**src/rtl/core/laser_line_peak_centroid_macros.svh**
```systemverilog
// assertion macros shared by the laser line peak centroid rtl
`ifndef LASER_LINE_PEAK_CENTROID_MACROS_SVH
`define LASER_LINE_PEAK_CENTROID_MACROS_SVH

// same-cycle implication, sampled on clk, off while arst_n is low
`define LLPC_ASSERT_NOW(label, ante, cons, msg) \
	label: assert property (@(posedge clk) disable iff (!arst_n) (ante) |-> (cons)) \
		else $error(msg);

// next-cycle implication, sampled on clk, off while arst_n is low
`define LLPC_ASSERT_NEXT(label, ante, cons, msg) \
	label: assert property (@(posedge clk) disable iff (!arst_n) (ante) |=> (cons)) \
		else $error(msg);

`endif

```
**src/rtl/core/llpc_pkg.sv**
```systemverilog
// shared constants, types and register codes of the laser line peak centroid
package llpc_pkg;

	localparam int ROW_MAX         = 2048;
	localparam int MAX_HALF_WINDOW = 15;
	localparam int FRAC_BITS       = 8;

	localparam int RED_W     = 8;
	localparam int COL_W     = $clog2(ROW_MAX);
	localparam int LEN_W     = 12;
	localparam int HW_W      = 4;
	localparam int SUM_W     = 10;
	localparam int ROWNUM_W  = 12;
	localparam int POS_W     = 19;
	localparam int CFG_IDX_W = 2;
	localparam int CFG_DAT_W = 12;

	// window walk widths
	localparam int WIN_N_W = $clog2(2 * MAX_HALF_WINDOW + 1);
	localparam int PROD_W  = COL_W + RED_W;
	localparam int NUM_W   = PROD_W + WIN_N_W;
	localparam int DEN_W   = RED_W + WIN_N_W;
	localparam int DIVD_W  = NUM_W + FRAC_BITS;

	// configuration register indexes
	typedef enum logic [CFG_IDX_W-1:0] {
		REG_THRESHOLD   = 2'd0,
		REG_HALF_WINDOW = 2'd1,
		REG_ROW_LENGTH  = 2'd2
	} cfg_reg_t;

	// request handed to the divider
	typedef struct packed {
		logic [DIVD_W-1:0] dividend;
		logic [DEN_W-1:0]  divisor;
	} div_req_t;

endpackage

```
**src/rtl/core/llpc_divider.sv**
```systemverilog
// restoring divider, one quotient bit per cycle
module llpc_divider import llpc_pkg::*; (
	input  logic             clk,
	input  logic             arst_n,
	input  logic             start,
	input  div_req_t         req,
	output logic             done,
	output logic [POS_W-1:0] quotient
);

	localparam int CNT_W = $clog2(DIVD_W + 1);

	logic              busy_q;
	logic              done_q;
	logic [CNT_W-1:0]  cnt_q;
	logic [DIVD_W-1:0] divd_q;
	logic [DEN_W-1:0]  rem_q;
	logic [DEN_W-1:0]  dsr_q;
	logic [DEN_W:0]    trial;
	logic              fits;

	// trial subtraction of the divisor from the shifted remainder
	assign trial = {rem_q, divd_q[DIVD_W-1]};
	assign fits  = trial >= {1'b0, dsr_q};

	// control
	always_ff @(posedge clk or negedge arst_n) begin
		if (!arst_n) begin
			busy_q <= 1'b0;
			done_q <= 1'b0;
			cnt_q  <= '0;
		end else begin
			// one-cycle pulse after the last quotient bit
			done_q <= !start && busy_q && (cnt_q == CNT_W'(1));
			if (start) begin
				busy_q <= 1'b1;
				cnt_q  <= CNT_W'(DIVD_W);
			end else if (busy_q) begin
				cnt_q <= cnt_q - 1'b1;
				if (cnt_q == CNT_W'(1)) busy_q <= 1'b0;
			end
		end
	end

	// datapath: quotient bits shift in at the bottom of the dividend
	always_ff @(posedge clk) begin
		if (start) begin
			divd_q <= req.dividend;
			dsr_q  <= req.divisor;
			rem_q  <= '0;
		end else if (busy_q) begin
			divd_q <= {divd_q[DIVD_W-2:0], fits};
			rem_q  <= fits ? DEN_W'(trial - {1'b0, dsr_q}) : trial[DEN_W-1:0];
		end
	end

	assign done     = done_q;
	assign quotient = divd_q[POS_W-1:0];

endmodule
```
**config.mk**
```make
export PLATFORM = sky130hd
export DESIGN_NAME = llpc_divider
export DESIGN_NICKNAME = d
export VERILOG_FILES = /design/src/rtl/core/laser_line_peak_centroid_macros.svh /design/src/rtl/core/llpc_pkg.sv /design/src/rtl/core/llpc_divider.sv
export SDC_FILE = /design/constraint.sdc
export NUM_CORES = 1
export LEC_CHECK = 0
export ABC_AREA = 1
export BUFFER_PORTS_ARGS = -buffer_cell sky130_fd_sc_hd__clkbuf_2
export CORE_ASPECT_RATIO = 0.7
export CORE_MARGIN = 2
export CORE_UTILIZATION = 47
export DETAILED_ROUTE_END_ITERATION = 10
export GPL_ROUTABILITY_DRIVEN = 0
export PLACE_DENSITY = 0.69
export SYNTH_ARGS = -nofsm -noshare
export SYNTH_HDL_FRONTEND = slang
export SYNTH_SLANG_ARGS = --single-unit
```
**constraint.sdc**
```tcl
create_clock -name clk -period 2.55 [get_ports clk]
set_input_delay 0.51 -clock clk [delete_from_list [all_inputs] [get_ports clk]]
set_output_delay 0.51 -clock clk [all_outputs]
set_load 0.02 [all_outputs]
```
==> flow_summary.ini <==
[clock_tree]
cts_tree = yes
postCtsHoldBufs = 0
cts_setup_buffers = 0
htreeDepth = 3
clockBufferDepth = 2
numCtsBuffers = 9
clk_latency_ns = 0.33
cts-root-buf = clkbuf_16
ctsResizeCount = 0
clkTransAtPathRegs_ns = 0.05
clock-sinks = 66

[sta]
tightest_slew_ns = 0.5525
rsz0062_at_grt = false
finalCriticalPeriod_ns = 2.300
max_freq_mhz = 434.8
fin_skew_ns = 0.006230
setup_tns_ns = 0
setup_violations = 0
relSlewSlack = 0.6316
finalHoldViolations = 0
slew_violations = 0
post-route-period-util = 0.9018

[setup_path]
cp-endpoint = divd_q[0]
critical_path_required_ns = 2.64
rr_worst_depth = 12
startpoint_type = register
rr_startpoint = divd_q[31]
reg2reg_slack_ns = 0.25
crit_fanout = 18
cp-end-kind = register
arrival_ns = 2.38
crit_start = divd_q[31]
crit_type = register to register
regToRegEndpoint = divd_q[0]

[routing]
drt_iter0_drc = 249
top_layer = met4
detail_route.wl_per_cell_um = 12.97
route.antenna.remaining_nets = 0
wl_um = 8168
firstDrtPassIters = 5
vias_per_cell = 4.876
drc_errors = 0
wl_met2_um = 3479
vias = 3072
met1_length_um = 3914
met3_length_um = 679

[cells_and_area]
nets = 588
multi_input_area_mm2 = 0.001570
regArea_mm2 = 0.001812
syn2layout_area_growth_pct = 14.81
stdcell_count = 630
antenna_cells = 0
most-common-layout-cells = nand2_1, clkbuf_2, inv_1
final_common_cell = nand2_1
drive_gt1_frac = 0.2174
fill_cells = 732

[synth]
synth_cell_types = 33
ys_seq_area_frac = 0.4712
netlist_area_mm2 = 0.003845
synth_warnings = 0
syn_area_per_cell_um2 = 8.163
synthArstFlopShare = 0.1212
synth_edf_count = 45
synth_ff_type = edfxtp_1
synth_nets = 535
synthCells = 471
ys_seq_elements = 66

[power_and_ir_drop]
p_leak_nw = 2.335
powerDensity_mw_per_mm2 = 914.1
power_mw = 4.035
max-vdd-ir-drop_v = 0.0005368

[run_status]
status = complete, no violations

[floorplan]
start_util = 0.4864
die_h_um = 79.68
core.rowCount = 27
die_area_mm2 = 0.008932
die_x_um = 112.1
coreArea_mm2 = 0.007905
num_io_pins = 68

[global_routing]
grt_max_degree = 50
grt_antenna_before_repair = 0
grt_pass1_wl_um = 13590
grt_pass1_vias = 2865
grt.total_usage = 0.1959
grt_overflow = 0

[placement]
portBuffers = 67
place_inst = 614
hpwl_um = 5804

[job]
cap_violations = 0

[worst_hold_path]
hp-class = input port to async pin
## kinds of logic after synthesis
group / share of synthesized area
AND/OR/NAND/NOR: 0.3131
AO/OA/AOI/OAI: 0.02994
flip-flops: 0.4712
XOR/XNOR: 0.01139
buffers and inverters: 0.1204
adder cells (fa/ha/maj): 0.05402
## final cells by class
type | count | area share
sequential | 66 | 0.4104
multi-input combinational | 307 | 0.3557
clock buffer | 11 | 0.05272
inverter | 68 | 0.05782
clock inverter | 5 | 0.01020
timing repair buffer | 72 | 0.08447
tap | 101 | 0.02863
## state kept, by name, summed over array words and instances, names as in the netlist
| signal | cells |
|---|---|
| rem_q | 13 |
| divd_q | 32 |
| cnt_q | 6 |
| busy_q | 1 |
| dsr_q | 13 |
| done | 1 |
## critical path, cell delays in order, from the launching register on
cell      delay (ns)
edfxtp_1        0.38
inv_1           0.07
ha_1            0.13
inv_1           0.06
fa_1            0.46
nand2_1         0.10
nand2_1         0.06
nand3_1         0.07
nand2_1         0.11
nand2_4         0.16
nand3_4         0.26
nand2_1         0.13
nand2_1         0.05
## metal layers
metal	GRT usage	vias to the layer above
met5	0	-
met4	0.05122	0
met3	0.07365	9
met2	0.2867	86
met1	0.2746	1399
li1	-	1578
## report_power, final
group | switching (mW) | internal [mW]
clock | 0.431 | 0.743
sequential | 0.118 | 1.34
combinational | 0.901 | 0.505
## stage by stage
step	hold WS, ns	setup WS [ns]	utilization	instance area [um^2]
2_1_floorplan	0.2144	0.4670	-	3845
3_3_place_gp	0.3644	0.3126	0.5233	4136
3_5_place_dp	0.3710	0.2534	0.5233	4136
4_1_cts	0.01864	0.2451	0.5584	4414
5_1_grt	0.02208	0.08571	0.5584	4414
6_report	0.01763	0.2503	0.5584	4414
## synth_stat cells (8+ instances only)
cell        n  area share
ha_1       15       0.049
nand2_1   186        0.18
nand3_2     9       0.023
nand2_2     8       0.013
inv_1      62       0.061
nor2_1     16       0.016
nand3_1    21       0.027
dfxtp_1    13       0.068
dfrtp_1     8       0.052
buf_4      21       0.041
edfxtp_1   45        0.35
nand4_1    15       0.024
## how the worst min path moves through the flow
stage / from / endpoint / slack, ns / cells past startpoint
global route: arst_n / busy_q / 0.02 / 1
finish: arst_n / busy_q / 0.02 / 1
floorplan: arst_n / busy_q / 0.21 / 0
global placement: arst_n / done / 0.36 / 1
detailed placement: arst_n / cnt_q[0] / 0.37 / 1
CTS: arst_n / busy_q / 0.02 / 1
Power figures use the tool's default switching activity.
